$ cat src/rtl/mlsb_pkg.sv
// ----------------------------------------------------------------------------
// mlsb_pkg: shared types and helpers for the MMIO load/store bus bridge
// Holds the phase encoding, the per-tick result bundle, the register
// indexes, the reset addresses and the size, strobe and extension helpers.
// ----------------------------------------------------------------------------
`default_nettype none

package mlsb_pkg;

  localparam int unsigned TAG_FIELD_W       = 16;
  localparam int unsigned TAG_WIDTH_DEFAULT = 16;

  localparam logic [31:0] TIMER_LOW_RESET  = 32'h0200_BFF8;
  localparam logic [31:0] TIMER_HIGH_RESET = 32'h0200_BFFC;

  // Configuration register indexes
  localparam logic [0:0] CFG_TIMER_LOW  = 1'b0;
  localparam logic [0:0] CFG_TIMER_HIGH = 1'b1;

  // Load funct3 codes that need extension work
  localparam logic [2:0] F3_LB  = 3'd0;
  localparam logic [2:0] F3_LH  = 3'd1;
  localparam logic [2:0] F3_LBU = 3'd4;
  localparam logic [2:0] F3_LHU = 3'd5;

  // Access width codes (low two funct3 bits)
  localparam logic [1:0] WID_BYTE = 2'd0;
  localparam logic [1:0] WID_HALF = 2'd1;

  localparam logic [1:0] SIZE_BYTE = 2'd0;
  localparam logic [1:0] SIZE_HALF = 2'd1;
  localparam logic [1:0] SIZE_WORD = 2'd3;

  localparam logic [3:0] STRB_BYTE = 4'h1;
  localparam logic [3:0] STRB_HALF = 4'h3;
  localparam logic [3:0] STRB_WORD = 4'hF;

  typedef enum logic [1:0] {
    PH_IDLE,
    PH_ISSUE,
    PH_WAIT
  } phase_t;

  typedef struct packed {
    logic                   core_ready;
    logic                   core_resp_valid;
    logic [31:0]            core_resp_data;
    logic [TAG_FIELD_W-1:0] core_resp_tag;
    logic                   core_resp_skip_check;
    logic                   bus_req_valid;
    logic                   bus_req_is_write;
    logic [31:0]            bus_req_address;
    logic [1:0]             bus_req_size;
    logic [3:0]             bus_req_strobe;
    logic [31:0]            bus_req_write_data;
    logic                   bus_resp_ready;
  } res_t;

  function automatic logic [1:0] size_code(input logic [2:0] f3);
    case (f3[1:0])
      WID_BYTE: return SIZE_BYTE;
      WID_HALF: return SIZE_HALF;
      default:  return SIZE_WORD;
    endcase
  endfunction

  function automatic logic [3:0] strobe_of(input logic [2:0] f3);
    case (f3[1:0])
      WID_BYTE: return STRB_BYTE;
      WID_HALF: return STRB_HALF;
      default:  return STRB_WORD;
    endcase
  endfunction

  function automatic logic [31:0] masked_store(input logic [31:0] d, input logic [2:0] f3);
    case (f3[1:0])
      WID_BYTE: return {24'd0, d[7:0]};
      WID_HALF: return {16'd0, d[15:0]};
      default:  return d;
    endcase
  endfunction

  function automatic logic [31:0] extend_load(input logic [31:0] w, input logic [2:0] f3);
    case (f3)
      F3_LB:   return {{24{w[7]}}, w[7:0]};
      F3_LH:   return {{16{w[15]}}, w[15:0]};
      F3_LBU:  return {24'd0, w[7:0]};
      F3_LHU:  return {16'd0, w[15:0]};
      default: return w;
    endcase
  endfunction

endpackage

`default_nettype wire

$ cat src/rtl/mlsb_ctrl.sv
// ----------------------------------------------------------------------------
// mlsb_ctrl: bridge state and per-tick result
// Builds the result of one tick from the held state and advances the state
// from the tick's inputs when step is high. Holds the timer address registers.
// ----------------------------------------------------------------------------
`default_nettype none

module mlsb_ctrl
  import mlsb_pkg::*;
#(
  parameter int unsigned TAG_WIDTH = TAG_WIDTH_DEFAULT
) (
  input  wire logic                   clk,
  input  wire logic                   rst,
  input  wire logic                   cfg_write,
  input  wire logic [0:0]             cfg_index,
  input  wire logic [31:0]            cfg_data,
  input  wire logic                   step,
  input  wire logic                   core_req_valid,
  input  wire logic                   core_req_write,
  input  wire logic [31:0]            core_req_address,
  input  wire logic [31:0]            core_req_store_data,
  input  wire logic [2:0]             core_req_funct3,
  input  wire logic [TAG_FIELD_W-1:0] core_req_tag,
  input  wire logic [63:0]            timer_value,
  input  wire logic                   bus_write_accepted,
  input  wire logic                   bus_write_done,
  input  wire logic                   bus_read_accepted,
  input  wire logic                   bus_read_done,
  input  wire logic [31:0]            bus_read_data,
  output res_t                        res
);

  localparam int unsigned HeldTagW = (TAG_WIDTH < TAG_FIELD_W) ? TAG_WIDTH : TAG_FIELD_W;

  logic [31:0] timer_low_address;
  logic [31:0] timer_high_address;

  phase_t              phase, phase_next;
  logic                pending_is_write, pending_is_write_next;
  logic                response_pending, response_pending_next;
  logic [31:0]         held_address, held_address_next;
  logic [31:0]         held_store_data, held_store_data_next;
  logic [2:0]          held_funct3, held_funct3_next;
  logic [31:0]         held_read_result, held_read_result_next;
  logic [HeldTagW-1:0] held_tag, held_tag_next;
  logic                held_skip_check, held_skip_check_next;

  logic hit_low;
  logic hit_high;

  always_ff @(posedge clk) begin
    if (rst) begin
      timer_low_address  <= TIMER_LOW_RESET;
      timer_high_address <= TIMER_HIGH_RESET;
    end else if (cfg_write) begin
      unique case (cfg_index)
        CFG_TIMER_LOW:  timer_low_address  <= cfg_data;
        CFG_TIMER_HIGH: timer_high_address <= cfg_data;
        default: ;
      endcase
    end
  end

  always_ff @(posedge clk) begin
    if (rst) begin
      phase            <= PH_IDLE;
      pending_is_write <= 1'b0;
      response_pending <= 1'b0;
    end else if (step) begin
      phase            <= phase_next;
      pending_is_write <= pending_is_write_next;
      response_pending <= response_pending_next;
    end
  end

  always_ff @(posedge clk) begin
    if (step) begin
      held_address     <= held_address_next;
      held_store_data  <= held_store_data_next;
      held_funct3      <= held_funct3_next;
      held_read_result <= held_read_result_next;
      held_tag         <= held_tag_next;
      held_skip_check  <= held_skip_check_next;
    end
  end

  assign hit_low  = (core_req_address == timer_low_address);
  assign hit_high = (core_req_address == timer_high_address);

  // Result of this tick: a function of held state only
  always_comb begin
    res = '0;
    res.core_ready = (phase == PH_IDLE);
    if (response_pending) begin
      res.core_resp_valid      = 1'b1;
      res.core_resp_data       = held_read_result;
      res.core_resp_tag        = TAG_FIELD_W'(held_tag);
      res.core_resp_skip_check = held_skip_check;
    end
    if (phase != PH_IDLE) begin
      res.bus_req_is_write = pending_is_write;
    end
    if (phase == PH_ISSUE) begin
      res.bus_req_valid   = 1'b1;
      res.bus_req_address = held_address;
      res.bus_req_size    = size_code(held_funct3);
      if (pending_is_write) begin
        res.bus_req_strobe     = strobe_of(held_funct3);
        res.bus_req_write_data = masked_store(held_store_data, held_funct3);
      end
    end
    if (phase == PH_WAIT) begin
      res.bus_resp_ready = 1'b1;
    end
  end

  always_comb begin
    phase_next            = phase;
    pending_is_write_next = pending_is_write;
    response_pending_next = 1'b0;
    held_address_next     = held_address;
    held_store_data_next  = held_store_data;
    held_funct3_next      = held_funct3;
    held_read_result_next = held_read_result;
    held_tag_next         = held_tag;
    held_skip_check_next  = held_skip_check;
    unique case (phase)
      PH_IDLE: begin
        if (core_req_valid) begin
          held_address_next = core_req_address;
          held_tag_next     = core_req_tag[HeldTagW-1:0];
          if (!core_req_write && (hit_low || hit_high)) begin
            // answer locally; low half wins when both addresses match
            pending_is_write_next = 1'b0;
            response_pending_next = 1'b1;
            held_store_data_next  = '0;
            held_funct3_next      = '0;
            held_read_result_next = hit_low ? timer_value[31:0] : timer_value[63:32];
            held_skip_check_next  = 1'b1;
          end else begin
            phase_next            = PH_ISSUE;
            pending_is_write_next = core_req_write;
            held_store_data_next  = core_req_store_data;
            held_funct3_next      = core_req_funct3;
            held_read_result_next = '0;
            held_skip_check_next  = 1'b0;
          end
        end
      end
      PH_ISSUE: begin
        if (pending_is_write ? bus_write_accepted : bus_read_accepted) begin
          phase_next = PH_WAIT;
        end
      end
      PH_WAIT: begin
        if (pending_is_write) begin
          if (bus_write_done) begin
            phase_next            = PH_IDLE;
            pending_is_write_next = 1'b0;
            response_pending_next = 1'b1;
            held_read_result_next = '0;
          end
        end else if (bus_read_done) begin
          phase_next            = PH_IDLE;
          response_pending_next = 1'b1;
          held_read_result_next = extend_load(bus_read_data, held_funct3);
        end
      end
      default: phase_next = PH_IDLE;
    endcase
  end

  a_resp_only_idle: assert property (@(posedge clk) disable iff (rst)
    response_pending |-> (phase == PH_IDLE))
    else $error("response held while a bus access is still open");

  a_issue_not_dropped: assert property (@(posedge clk) disable iff (rst)
    (step && phase == PH_ISSUE) |=> (phase != PH_IDLE))
    else $error("bus request dropped before acceptance");

  a_write_done_resp: assert property (@(posedge clk) disable iff (rst)
    (step && phase == PH_WAIT && pending_is_write && bus_write_done)
      |=> (response_pending && !held_skip_check))
    else $error("write completion gave no response");

endmodule

`default_nettype wire

$ cat src/rtl/mmio_load_store_bus_bridge.sv
// ----------------------------------------------------------------------------
// mmio_load_store_bus_bridge: core MMIO requests to a lite memory-mapped bus
// One input item is one tick of the bridge: the core request, the bus
// handshake flags, the read word and the 64-bit timer. One result item comes
// back per input item with core ready, the response and the bus request.
//
// Usage: present an item with in_valid; it is taken when in_ready is high.
// Its result appears on out_valid in the cycle after acceptance and stays until
// out_ready. in_ready is high while the output register is empty or being
// taken in the same cycle, so one item per cycle is sustained while out_ready
// stays high, set by the single output register after the state update logic.
// Loads of the two timer addresses are answered in the result of the next
// tick, marked skip-check; other requests run the bus request and response
// phases over later ticks. A stalled receiver stops intake; nothing is lost.
// Reset clears the bridge to idle with no response pending and loads the
// default timer addresses. cfg_write writes register cfg_index at once;
// write only while no item is in flight.
// ----------------------------------------------------------------------------
`default_nettype none

module mmio_load_store_bus_bridge
  import mlsb_pkg::*;
#(
  parameter int unsigned TAG_WIDTH = TAG_WIDTH_DEFAULT
) (
  input  wire logic                   clk,
  input  wire logic                   rst,
  input  wire logic                   cfg_write,
  input  wire logic [0:0]             cfg_index,
  input  wire logic [31:0]            cfg_data,
  input  wire logic                   in_valid,
  output logic                        in_ready,
  input  wire logic                   core_req_valid,
  input  wire logic                   core_req_write,
  input  wire logic [31:0]            core_req_address,
  input  wire logic [31:0]            core_req_store_data,
  input  wire logic [2:0]             core_req_funct3,
  input  wire logic [TAG_FIELD_W-1:0] core_req_tag,
  input  wire logic [63:0]            timer_value,
  input  wire logic                   bus_write_accepted,
  input  wire logic                   bus_write_done,
  input  wire logic                   bus_read_accepted,
  input  wire logic                   bus_read_done,
  input  wire logic [31:0]            bus_read_data,
  output logic                        out_valid,
  input  wire logic                   out_ready,
  output logic                        core_ready,
  output logic                        core_resp_valid,
  output logic [31:0]                 core_resp_data,
  output logic [TAG_FIELD_W-1:0]      core_resp_tag,
  output logic                        core_resp_skip_check,
  output logic                        bus_req_valid,
  output logic                        bus_req_is_write,
  output logic [31:0]                 bus_req_address,
  output logic [1:0]                  bus_req_size,
  output logic [3:0]                  bus_req_strobe,
  output logic [31:0]                 bus_req_write_data,
  output logic                        bus_resp_ready
);

  logic step;
  res_t res;
  res_t out_res;

  assign in_ready = !out_valid || out_ready;
  assign step     = in_valid && in_ready;

  mlsb_ctrl #(
    .TAG_WIDTH(TAG_WIDTH)
  ) u_ctrl (
    .clk                (clk),
    .rst                (rst),
    .cfg_write          (cfg_write),
    .cfg_index          (cfg_index),
    .cfg_data           (cfg_data),
    .step               (step),
    .core_req_valid     (core_req_valid),
    .core_req_write     (core_req_write),
    .core_req_address   (core_req_address),
    .core_req_store_data(core_req_store_data),
    .core_req_funct3    (core_req_funct3),
    .core_req_tag       (core_req_tag),
    .timer_value        (timer_value),
    .bus_write_accepted (bus_write_accepted),
    .bus_write_done     (bus_write_done),
    .bus_read_accepted  (bus_read_accepted),
    .bus_read_done      (bus_read_done),
    .bus_read_data      (bus_read_data),
    .res                (res)
  );

  always_ff @(posedge clk) begin
    if (rst) begin
      out_valid <= 1'b0;
    end else if (step) begin
      out_valid <= 1'b1;
    end else if (out_ready) begin
      out_valid <= 1'b0;
    end
  end

  // hold the result until taken
  always_ff @(posedge clk) begin
    if (step) begin
      out_res <= res;
    end
  end

  assign core_ready           = out_res.core_ready;
  assign core_resp_valid      = out_res.core_resp_valid;
  assign core_resp_data       = out_res.core_resp_data;
  assign core_resp_tag        = out_res.core_resp_tag;
  assign core_resp_skip_check = out_res.core_resp_skip_check;
  assign bus_req_valid        = out_res.bus_req_valid;
  assign bus_req_is_write     = out_res.bus_req_is_write;
  assign bus_req_address      = out_res.bus_req_address;
  assign bus_req_size         = out_res.bus_req_size;
  assign bus_req_strobe       = out_res.bus_req_strobe;
  assign bus_req_write_data   = out_res.bus_req_write_data;
  assign bus_resp_ready       = out_res.bus_resp_ready;

  a_accept_gives_result: assert property (@(posedge clk) disable iff (rst)
    step |=> out_valid)
    else $error("accepted item produced no result");

  a_empty_takes_item: assert property (@(posedge clk) disable iff (rst)
    !out_valid |-> in_ready)
    else $error("intake blocked with empty output register");

  a_stall_blocks_intake: assert property (@(posedge clk) disable iff (rst)
    (out_valid && !out_ready) |-> !in_ready)
    else $error("item taken while result stalled");

endmodule

`default_nettype wire
$ cat config.mk
export PLATFORM = sky130hd
export DESIGN_NAME = mmio_load_store_bus_bridge
export DESIGN_NICKNAME = d
export VERILOG_FILES = /design/src/rtl/mlsb_pkg.sv /design/src/rtl/mlsb_ctrl.sv /design/src/rtl/mmio_load_store_bus_bridge.sv
export SDC_FILE = /design/constraint.sdc
export NUM_CORES = 1
export LEC_CHECK = 0
export ABC_AREA = 1
export ABC_CLOCK_PERIOD_IN_PS = 12100
export BUFFER_PORTS_ARGS = -buffer_cell sky130_fd_sc_hd__buf_2
export CORE_MARGIN = 5
export CORE_UTILIZATION = 30
export DETAILED_ROUTE_END_ITERATION = 16
export SLEW_MARGIN = 20
export SYNTH_ARGS = -nofsm -noshare
export SYNTH_HDL_FRONTEND = slang
export SYNTH_SLANG_ARGS = --single-unit
$ cat constraint.sdc
create_clock -name clk -period 12.1 [get_ports clk]
set_input_delay 0.605 -clock clk [delete_from_list [all_inputs] [get_ports clk]]
set_output_delay 0.605 -clock clk [all_outputs]
set_load 0.02 [all_outputs]
==> results of run 1 <==
==> cell type report <==
type	instances	area (µm²)	share of cell area (%)
diodes	2	5.00	0.0312
multi-input cells	640	3120	19.5
well taps	532	666	4.16
inverters	176	666	4.16
clock buffers	47	993	6.20
repair buffers	357	1830	11.4
clock inverters	19	178	1.11
flip-flops and latches	308	8560	53.4
==> cell families (layout without fill, tap and decap cells) <==
logic type / after synthesis / count (layout) / synth area share [%]
AOI/OAI and AO/OA: 102 / 102 / 4.54
other: 0 / 2 / 0
buffers and inverters: 218 / 599 / 6.83
xor gates and xnor gates: 51 / 51 / 3.57
muxes: 32 / 32 / 2.56
DFF: 308 / 308 / 68.4
and+or+nand+nor: 455 / 455 / 14.2
==> where the power goes <==
group	internal, W	switching [W]	leakage [nW]
Sequential	0.00121	0.0000240	2.91
Clock	0.000645	0.000434	0.570
Combinational	0.0000812	0.000147	4.00
Total	0.00193	0.000605	7.47
==> worst register-to-register path, stage by stage, from the launching register on <==
cell	delay (ns)
dfxtp_1	0.36
xnor2_1	0.12
nand2_1	0.06
nor2_1	0.14
nand2_1	0.08
nor2_1	0.21
nand2_2	0.07
buf_4	0.29
a21oi_4	0.46
nand2_2	0.48
o21ai_0	0.33
==> registers in the layout, indices dropped and copies added (netlist names), 2 cells and up <==
signal / flops
u_ctrl.held_address: 32
u_ctrl.held_read_result: 32
core_resp_tag: 16
u_ctrl.phase: 2
bus_req_address: 32
u_ctrl.held_store_data: 32
bus_req_write_data: 32
core_resp_data: 32
u_ctrl.timer_low_address: 32
u_ctrl.timer_high_address: 32
u_ctrl.held_funct3: 3
bus_req_strobe: 3
u_ctrl.held_tag: 16
bus_req_size: 2
==> synth_stat cells <==
library cell	instances	area share, %
nor4_1	1	0.050
mux2i_1	32	2.6
buf_2	8	0.32
nor2_1	200	6.0
inv_2	5	0.15
clkbuf_1	28	0.84
xnor2_1	51	3.6
buf_6	3	0.27
a31o_2	1	0.070
o21ai_0	39	1.6
nor2_2	2	0.10
a21oi_1	27	1.1
buf_1	2	0.060
o211ai_1	1	0.060
a211oi_1	1	0.060
dfxtp_1	69	11
buf_4	1	0.060
edfxtp_1	239	57
clkinv_1	3	0.090
inv_1	168	5.0
o21bai_1	1	0.060
o22ai_1	25	1.2
nand2_2	2	0.10
nand4_1	2	0.10
or2_2	1	0.050
nand3_1	30	1.2
nor3_2	1	0.080
o21ai_2	1	0.070
a21oi_4	1	0.13
o21ai_1	5	0.20
nand2_1	216	6.5
==> how the worst max path moves through the flow <==
stage	end	slack, ns
6_report	u_ctrl.held_read_result[0]$_DFFE_PP_	9.33
5_1_grt	u_ctrl.held_read_result[21]$_DFFE_PP_	9.01
4_1_cts	u_ctrl.held_read_result[0]$_DFFE_PP_	8.48
3_5_place_dp	u_ctrl.held_read_result[0]$_DFFE_PP_	8.09
3_3_place_gp	u_ctrl.held_read_result[1]$_DFFE_PP_	8.21
2_1_floorplan	u_ctrl.held_address[0]$_DFFE_PP_	2.45
==> layer usage <==
| layer | global-route usage [%] | share of wire (%) |
|---|---|---|
| met1 | 17.8 | 41 |
| met2 | 26.3 | 49 |
| met3 | 4.91 | 8.1 |
| met4 | 4.10 | 2.1 |
| met5 | 0 | 0.29 |
==> through the flow <==
stage | std cells | util, % | hold WS (ns) | worst slack [ns] | cell area (µm²)
after floorplan | 1166 | - | 0.406 | 2.45 | 12500
after global placement | 2012 | 36.1 | 0.457 | 8.21 | 14800
after detailed placement | 2012 | 36.1 | 0.465 | 8.09 | 14800
after CTS | 2078 | 39.0 | 0.201 | 8.48 | 16000
after global routing | 2080 | 39.0 | 0.216 | 9.01 | 16000
final | 2081 | 39.0 | 0.245 | 9.33 | 16000
==> parameters.txt, run 1 <==
Parameter                              Value

Critical path
  Setup slack on the worst flop-to-flop path ... 9.33 ns
  Type of the worst setup path ... register to register
  Critical Path End Type ... register
  CP max-delay cell ... nand2_2
  Cell chain of the critical path ... xnor2_1, nand2_1, nor2_1, nand2_1, nor2_1, nand2_2, buf_4, a21oi_4, nand2_2, o21ai_0
  Arrival time at the worst endpoint ... between 3 and 4 ns
  Delay contributed by the slowest stage of the critical path ... 0.48 ns
  Required arrival time at the worst endpoint ... between 10 and 15 ns
  First element of the critical path ... u_ctrl.timer_low_address[4]$_SDFFE_PP1P_
  Buffers and inverters on the worst path ... 1
  Highest fanout seen on the critical path ... 34
  Family of cells with the greatest summed delay on the critical path ... simple AND/OR/NAND/NOR gates
  Worst flop-to-flop path startpoint ... u_ctrl.timer_low_address[4]$_SDFFE_PP1P_
  End of the worst register-to-register path ... u_ctrl.held_read_result[0]$_DFFE_PP_
  Crit. path cell count ... 10
  Cell depth of the worst flop-to-flop path ... 10
  Startpoint type of the worst setup path ... register

STA
  Highest attainable clock frequency ... 360 MHz
  Actual slew at the worst max-slew pin ... 1.02 ns
  Setup repair after global routing missed its margin ... false
  Largest clock skew in the final design ... 0.0186 ns
  Worst slew margin ... between 30% and 40%
  Number of endpoints failing setup at the final stage ... 0
  Min Clock Period, post-route ... between 2 and 3 ns
  Final period utilization ... 22.9%
  Number of hold-slack violations in the final timing report ... 0
  Setup Total Neg Slack ... 0 ns
  Number of pins exceeding their max-slew limit in the final report ... 0

Clock network
  Clock sink count ... 308
  Hold buffers post-CTS ... 0
  Total number of H-tree levels ... 2
  Clock latency of the later-clocked register in the worst-skew pair ... 0.54 ns
  Clock tree from TritonCTS ... yes
  Setup bufs post-CTS ... 0
  CTS Root Cell ... clkbuf_16
  CTS Buffer Depth ... 3
  Number of gates resized after CTS ... 0
  Worst-path clk slew ... around 0.060 ns
  TritonCTS buffer count ... 36

Floorplan
  Row Count ... between 70 and 80
  Die area ... 0.0459 mm²
  Number of top-level pins ... 349
  Area of the core region ... between 0.04 and 0.05 mm²
  Die height ... 214 µm
  Initial core utilization ... 30.5%
  X dimension of the die ... 214 µm

Drt
  DRT Wirelength ... 35.8 mm
  1st-iter DRT viols ... 435
  Via total after detailed routing ... 9,227
  Residual antenna-violating net count after detailed routing ... 0
  Drt drc ... 0
  Routed via count divided by cell count ... 4.43
  Average wire per cell in the routed design ... about 17 µm
  Drt first pass iters ... 5

Run
  Max capacitance violation total ... 0

Final layout
  Most common library cell in the layout ignoring fill and taps ... buf_2
  Top library cells by usage in the layout, fill and taps aside ... 348 x buf_2, 239 x edfxtp_1, 216 x nand2_1, 199 x nor2_1, 167 x inv_1
  Area Overhead vs Synth ... 27.9%
  Net count reported at finish ... 1,742
  Fraction of layout cells with a size suffix above 1 ... 27.5%
  Count of fill cells added during filler insertion ... 4,033

Power and ir drop
  Cell leakage power ... roughly 7.5 nW
  Peak VDD IR ... 0.111 mV
  Tot Pwr ... 0.00254 W
  Power Dens Cells ... 158 mW/mm²

GRT
  First-pass GRT wire length ... 54.4 mm
  Number of antenna violations at the first check in global routing ... 12
  Pin count of the biggest net entering global routing ... 65
  Global routing usage summed across all routing layers ... 15.0%
  Overflow left after global routing ... 0
  Via count of the first global-routing pass ... 9,359

Hold path
  Hold Crit Endpoint ... u_ctrl.held_tag[1]$_DFFE_PP_
  Hold crit path type ... input pin to register
  Worst hold start ... core_req_tag[1]
  Hold-critical path depth ... 1

Place
  HPWL after detailed placement ... roughly 26 mm
  Final GP Congestion ... 0.845
  IO Port Bufs ... between 300 and 400

Yosys
  Netlist area before placement ... 0.0125 mm²
  Synthesized netlist net count ... 1,389
  Seq cells post-synth ... 308
  Post-synthesis cell type count ... 31
  Yosys warning total ... 0
  Sequential-to-total area share from yosys stat ... 68.4%
  Post-synthesis instance total ... 1,166
  Avg Cell Area, Syn ... around 11 µm²

Run status
  Outcome ... finished clean
No activity file was read; power rests on OpenSTA's default activity.
==> run 2: changes to the inputs <==
--- a/config.mk
+++ b/config.mk
@@ -6,7 +6,7 @@
 export NUM_CORES = 1
 export LEC_CHECK = 0
 export ABC_AREA = 1
-export ABC_CLOCK_PERIOD_IN_PS = 12100
+export ABC_CLOCK_PERIOD_IN_PS = 2430
 export BUFFER_PORTS_ARGS = -buffer_cell sky130_fd_sc_hd__buf_2
 export CORE_MARGIN = 5
 export CORE_UTILIZATION = 30
==> constraint.sdc (replaced) <==
create_clock -name clk -period 2.43 [get_ports clk]
set_input_delay 0.1215 -clock clk [delete_from_list [all_inputs] [get_ports clk]]
set_output_delay 0.1215 -clock clk [all_outputs]
set_load 0.02 [all_outputs]
==> run 2 against run 1 <==
Against the previous run: critical path depth increased by 1; clock power increased to 5.0 times the previous value; sequential share of layout area decreased by 6.8 points; combinational power increased to 6.5 times the previous value; setup slack got worse by 9.0 ns; non-clock buffer count increased by 228; register-to-register slack got worse by 9.0 ns.
==> parameters.txt, run 2 (synthesis gave the netlist of run 1 again) <==
Parameter                              Value

Run status
  Outcome ... finished clean

Drt
  Residual antenna-violating net count after detailed routing ... 0
  Average wire per cell in the routed design ... between 15 and 20 µm
  Drt first pass iters ... 5
  Wire length on met1 ... 15.9 mm
  Sum of met3 wire segment lengths after detailed routing ... 2.88 mm
  DRT Wirelength ... 38.8 mm
  Met2 layer wire length in the routed design ... 18.9 mm
  Via total after detailed routing ... between 10k and 15k
  Highest metal used ... met5
  1st-iter DRT viols ... 528
  Routed via count divided by cell count ... 4.42
  Drt drc ... 0

STA
  Final critical-path setup slack ... between 0.2 and 0.3 ns
  Number of hold-slack violations in the final timing report ... 0
  Setup Total Neg Slack ... 0 ns
  Worst slew margin ... 44.0%
  Actual slew at the worst max-slew pin ... 0.839 ns
  Number of endpoints failing setup at the final stage ... 0
  Highest attainable clock frequency ... 464 MHz
  Largest clock skew in the final design ... roughly 0.012 ns
  Min Clock Period, post-route ... 2.15 ns
  Final Hold Slack ... 0.0479 ns
  Final period utilization ... 88.7%
  Setup repair after global routing missed its margin ... false
  Number of pins exceeding their max-slew limit in the final report ... 0

GRT
  Pin count of the biggest net entering global routing ... 54
  Number of antenna violations at the first check in global routing ... 7
  Via count of the first global-routing pass ... 10.7k
  Global routing usage summed across all routing layers ... between 10% and 20%
  Overflow left after global routing ... 0
  First-pass GRT wire length ... 60.5 mm

Power and ir drop
  Power Dens Cells ... 707 mW/mm²
  Power share of the sequential group ... 47.1%
  Pint ... between 0.009 and 0.01 W
  Peak VDD IR ... roughly 0.38 mV
  Net switching power ... 0.00311 W
  Share of total power in combinational logic ... between 10% and 20%
  Cell leakage power ... around 8.5 nW
  Part of the total power dissipated in the clock network ... 41.6%
  Switching Share ... a little under a quarter

Clock network
  Worst-path clk slew ... 0.06 ns
  Clock sink count ... 308
  Clock tree from TritonCTS ... yes
  Clock latency of the later-clocked register in the worst-skew pair ... 0.54 ns
  Number of gates resized after CTS ... 0
  CTS Root Cell ... clkbuf_16
  TritonCTS buffer count ... 37
  Total number of H-tree levels ... 2
  CTS Buffer Depth ... 3

Final layout
  Top library cells by usage in the layout, fill and taps aside ... 348 x buf_2, 239 x edfxtp_1, 216 x dlygate4sd3_1, 214 x nand2_1, 198 x nor2_1
  Most common library cell in the layout ignoring fill and taps ... buf_2
  Area Overhead vs Synth ... 46.8%
  Net count reported at finish ... 1,971
  Fraction of layout cells with a size suffix above 1 ... 25.2%

Critical path
  Highest fanout seen on the critical path ... 33
  Critical Path End Type ... register
  Crit-path most repeated cell ... nand2_1
  Cell chain of the critical path ... inv_1, nand2_1, nand2_1, nand2_1, nor2_1, nand2_1, nor2_1, nand2_2, buf_4, mux2i_1, o22ai_1
  Required arrival time at the worst endpoint ... 2.68 ns
  CP max-delay cell ... buf_4
  Arrival time at the worst endpoint ... 2.41 ns
  Delay contributed by the slowest stage of the critical path ... 0.55 ns
  Startpoint type of the worst setup path ... register
  Type of the worst setup path ... register to register

Place
  Pre-CTS setup slack ... 0.292 ns
  HPWL after detailed placement ... 25.8 mm
  Final GP Congestion ... 0.832
  IO Port Bufs ... roughly 350

Floorplan
  Die area ... 0.0459 mm²
  Die height ... around 210 µm
  Number of top-level pins ... 349
  X dimension of the die ... 214 µm
  Initial core utilization ... between 30% and 40%
  Row Count ... 74
  Area of the core region ... between 0.04 and 0.05 mm²

Hold path
  Hold crit path type ... input pin to register

Run
  Max capacitance violation total ... 0
## run 2: final timing paths
check / from / to / slack, ns / cells past startpoint
max: u_ctrl.timer_low_address[28]$_SDFFE_PP0P_ / u_ctrl.held_read_result[9]$_DFFE_PP_ / 0.28 / 11
min: timer_value[44] / u_ctrl.held_read_result[12]$_DFFE_PP_ / 0.05 / 3
max reg2reg: u_ctrl.timer_low_address[28]$_SDFFE_PP0P_ / u_ctrl.held_read_result[9]$_DFFE_PP_ / 0.28 / 11
min reg2reg: u_ctrl.timer_low_address[21]$_SDFFE_PP0P_ / u_ctrl.timer_low_address[21]$_SDFFE_PP0P_ / 0.47 / 2
## run 2: routing by layer
layer	vias up	track usage, %
met3	73	5.21
li1	4946	-
met5	-	0
met4	2	5.05
met2	392	28.7
met1	4808	19.8
## run 2: layout make-up
class                      instances  area, µm²
antenna                            6       15.0
sequential                       308       8560
clock inverter                    23        218
clock buffer                      45        977
timing repair buffer             585       4120
tap                              532        666
fill                            3741      22600
inverter                         176        666
multi-input combinational        640       3150
## run 2: critical path, delay by kind of cell, from the launching register on
kind	cells	cell delay [ns]
buf+inv	2	0.61
flops	1	0.33
compound gates	1	0.11
simple gates	7	0.46
mux	1	0.33
## run 2: power by group through the flow
| stage | Combinational, W | Sequential, W | Clock (W) |
|---|---|---|---|
| after floorplan | 0.000486 | 0.00637 | 0 |
| after global placement | 0.00119 | 0.00622 | 0 |
| after detailed placement | 0.00120 | 0.00623 | 0 |
| after global routing | 0.00162 | 0.00614 | 0.00579 |
| after CTS | 0.00148 | 0.00612 | 0.00559 |
| final | 0.00148 | 0.00611 | 0.00540 |
## run 2: per-stage QoR
step                cell area, µm²  std cells  util, %  power (W)
CTS                          18400       2309     44.8     0.0132
detailed placement           15000       2025     36.6    0.00743
floorplan                    12600       1166        -    0.00686
global placement             15000       2025     36.6    0.00741
finish                       18400       2315     44.8     0.0130
global route                 18400       2315     44.8     0.0135
## run 2: repair_timing
| action | 4_1_cts | 5_1_grt |
|---|---|---|
| hold buffers | 216 | 0 |
| setup buffers | 0 | 0 |
| endpoints found under the hold margin | 184 | 0 |
==> run 3: changes to the inputs <==
--- a/config.mk
+++ b/config.mk
@@ -6,7 +6,7 @@
 export NUM_CORES = 1
 export LEC_CHECK = 0
 export ABC_AREA = 1
-export ABC_CLOCK_PERIOD_IN_PS = 2430
+export ABC_CLOCK_PERIOD_IN_PS = 2550
 export BUFFER_PORTS_ARGS = -buffer_cell sky130_fd_sc_hd__buf_2
 export CORE_MARGIN = 5
 export CORE_UTILIZATION = 30
==> constraint.sdc (replaced) <==
create_clock -name clk -period 2.55 [get_ports clk]
set_input_delay 0.1275 -clock clk [delete_from_list [all_inputs] [get_ports clk]]
set_output_delay 0.1275 -clock clk [all_outputs]
set_load 0.02 [all_outputs]
==> run 3 against run 2 <==
Against the previous run: fmax is 6.1% lower; cell count down 1.0%; sequential share of layout area up 0.73 points; core utilization shrank 0.69 points; critical path type unchanged; largest cell class unchanged; highest routed layer is now met4.
==> parameters.txt, run 3 (synthesis gave the netlist of run 1 again) <==
Parameter                              Value

Clock network
  Clock latency of the later-clocked register in the worst-skew pair ... 0.53 ns
  Hold buffers post-CTS ... 201
  Worst-path clk slew ... 0.06 ns
  CTS Buffer Depth ... 3
  CTS Root Cell ... clkbuf_16
  Total number of H-tree levels ... 2
  Clock sink count ... about 310
  Number of gates resized after CTS ... 0
  TritonCTS buffer count ... 36
  Clock tree from TritonCTS ... yes
  Setup bufs post-CTS ... 0

Floorplan
  Number of top-level pins ... 349
  Die height ... 214 µm
  Row Count ... between 70 and 80
  Initial core utilization ... 30.5%
  Die area ... ~0.046 mm²
  Area of the core region ... 0.0410 mm²
  X dimension of the die ... 214 µm

STA
  Highest attainable clock frequency ... 436 MHz
  Setup Total Neg Slack ... 0 ns
  Min Clock Period, post-route ... 2.29 ns
  Worst slew margin ... 46.6%
  Actual slew at the worst max-slew pin ... 0.801 ns
  Number of pins exceeding their max-slew limit in the final report ... 0
  Number of hold-slack violations in the final timing report ... 0
  Largest clock skew in the final design ... about 0.014 ns
  Number of endpoints failing setup at the final stage ... 0
  Setup repair after global routing missed its margin ... false
  Final period utilization ... 90.0%

Critical path
  Highest fanout seen on the critical path ... 32
  Arrival time at the worst endpoint ... 2.62 ns
  Startpoint type of the worst setup path ... register
  Required arrival time at the worst endpoint ... 2.88 ns
  Critical Path End Type ... register
  Type of the worst setup path ... register to register
  Cell depth of the worst flop-to-flop path ... 11

Drt
  Drt first pass iters ... 6
  Via total after detailed routing ... about 10k
  Drt drc ... 0
  DRT Wirelength ... between 30 and 40 mm
  Routed via count divided by cell count ... approximately 4.4
  Residual antenna-violating net count after detailed routing ... 0
  Average wire per cell in the routed design ... approximately 16 µm
  1st-iter DRT viols ... 667

Power and ir drop
  Switching Share ... 23.9%
  Cell leakage power ... 8.35 nW
  Peak VDD IR ... 0.479 mV
  Pint ... around 0.009 W
  Power share of the sequential group ... roughly half
  Share of total power in combinational logic ... approximately 12%
  Net switching power ... about 0.0029 W
  Power Dens Cells ... 662 mW/mm²
  Part of the total power dissipated in the clock network ... 39.8%

GRT
  Overflow left after global routing ... 0
  First-pass GRT wire length ... between 50 and 60 mm
  Global routing usage summed across all routing layers ... approximately 16%
  Number of antenna violations at the first check in global routing ... 3
  Pin count of the biggest net entering global routing ... 85
  Via count of the first global-routing pass ... 10.4k
  Met1 routing resource usage after global routing ... 19.8%
  GR Layer Usage met3 ... about 5%
  Busiest layer in global routing ... met2
  Global routing met2 resource utilization ... 27.9%

Place
  IO Port Bufs ... 348
  Final GP Congestion ... 0.834
  HPWL after detailed placement ... 25.5 mm

Final layout
  Fraction of layout cells with a size suffix above 1 ... roughly 25%
  Area Overhead vs Synth ... 44.5%
  Top library cells by usage in the layout, fill and taps aside ... 348 x buf_2, 239 x edfxtp_1, 214 x nand2_1, 201 x dlygate4sd3_1, 198 x nor2_1
  Most common library cell in the layout ignoring fill and taps ... buf_2
  End-of-flow core utilization ... about 44%
  Net count reported at finish ... 1,953

Hold path
  Hold crit path type ... input pin to register
  Hold-critical path depth ... 3

Run status
  Outcome ... finished clean

Run
  Max capacitance violation total ... 0
## run 3: cell count changes in the layout (fill, tap and decap cells not counted), sizes merged
cell	change
dlygate4sd3	-15
bufinv	-3
clkbuf	+3
clkinv	-3
buf	-2
diode	-2
inv	-2
## run 3: layout make-up
cell class | instances | area [µm²]
Tap cell | 532 | 666
Inverter | 176 | 666
Clock buffer | 48 | 1010
Timing Repair Buffer | 568 | 3950
Sequential cell | 308 | 8560
Clock inverter | 15 | 87.6
Antenna cell | 4 | 10.0
Fill cell | 3791 | 22900
Multi-Input combinational cell | 640 | 3150
## run 3: power groups by stage
stage / Sequential [W] / Clock, W / Combinational (W)
floorplan: 0.00607 / 0 / 0.000464
global placement: 0.00592 / 0 / 0.00112
detailed placement: 0.00593 / 0 / 0.00113
CTS: 0.00583 / 0.00495 / 0.00138
global route: 0.00585 / 0.00515 / 0.00151
finish: 0.00583 / 0.00477 / 0.00137
## run 3: path summary, 6_finish.rpt
| kind | slack [ns] | startpoint | end |
|---|---|---|---|
| worst max-delay path | 0.26 | u_ctrl.timer_high_address[0]$_SDFFE_PP0P_ | u_ctrl.held_read_result[17]$_DFFE_PP_ |
| worst min-delay path | 0.03 | timer_value[25] | u_ctrl.held_read_result[25]$_DFFE_PP_ |
| worst max register to register | 0.26 | u_ctrl.timer_high_address[0]$_SDFFE_PP0P_ | u_ctrl.held_read_result[17]$_DFFE_PP_ |
| worst min register to register | 0.47 | u_ctrl.timer_low_address[21]$_SDFFE_PP0P_ | u_ctrl.timer_low_address[21]$_SDFFE_PP0P_ |
## run 3: critical path, cell delays in order, from the launching register on
cell     delay, ns
dfxtp_1       0.32
inv_1         0.08
nand2_1       0.05
nand2_1       0.05
nand2_1       0.05
nor2_1        0.12
nand2_1       0.10
nor2_1        0.20
nand2_1       0.14
a21oi_4       0.19
nand2_2       0.42
o22ai_1       0.35
## run 3: routing by layer
| metal | share of wire, % | vias up | routed length (µm) |
|---|---|---|---|
| li1 | - | 4905 | - |
| met1 | 41 | 4650 | 15500 |
| met2 | 49 | 356 | 18500 |
| met3 | 7.6 | 56 | 2870 |
| met4 | 2.4 | 0 | 916 |
| met5 | 0 | - | 0 |
## run 3: through the flow
stage | cells | power [W] | setup slack (ns) | hold slack, ns | instance area [µm²]
finish | 2291 | 0.0120 | 0.256 | 0.0332 | 18100
global route | 2290 | 0.0125 | 0.0159 | 0.0310 | 18100
detailed placement | 2023 | 0.00707 | 0.256 | 0.306 | 15000
CTS | 2287 | 0.0122 | 0.236 | 0.000189 | 18100
floorplan | 1166 | 0.00654 | -1.16 | 0.189 | 12600
global placement | 2023 | 0.00704 | 0.319 | 0.308 | 15000
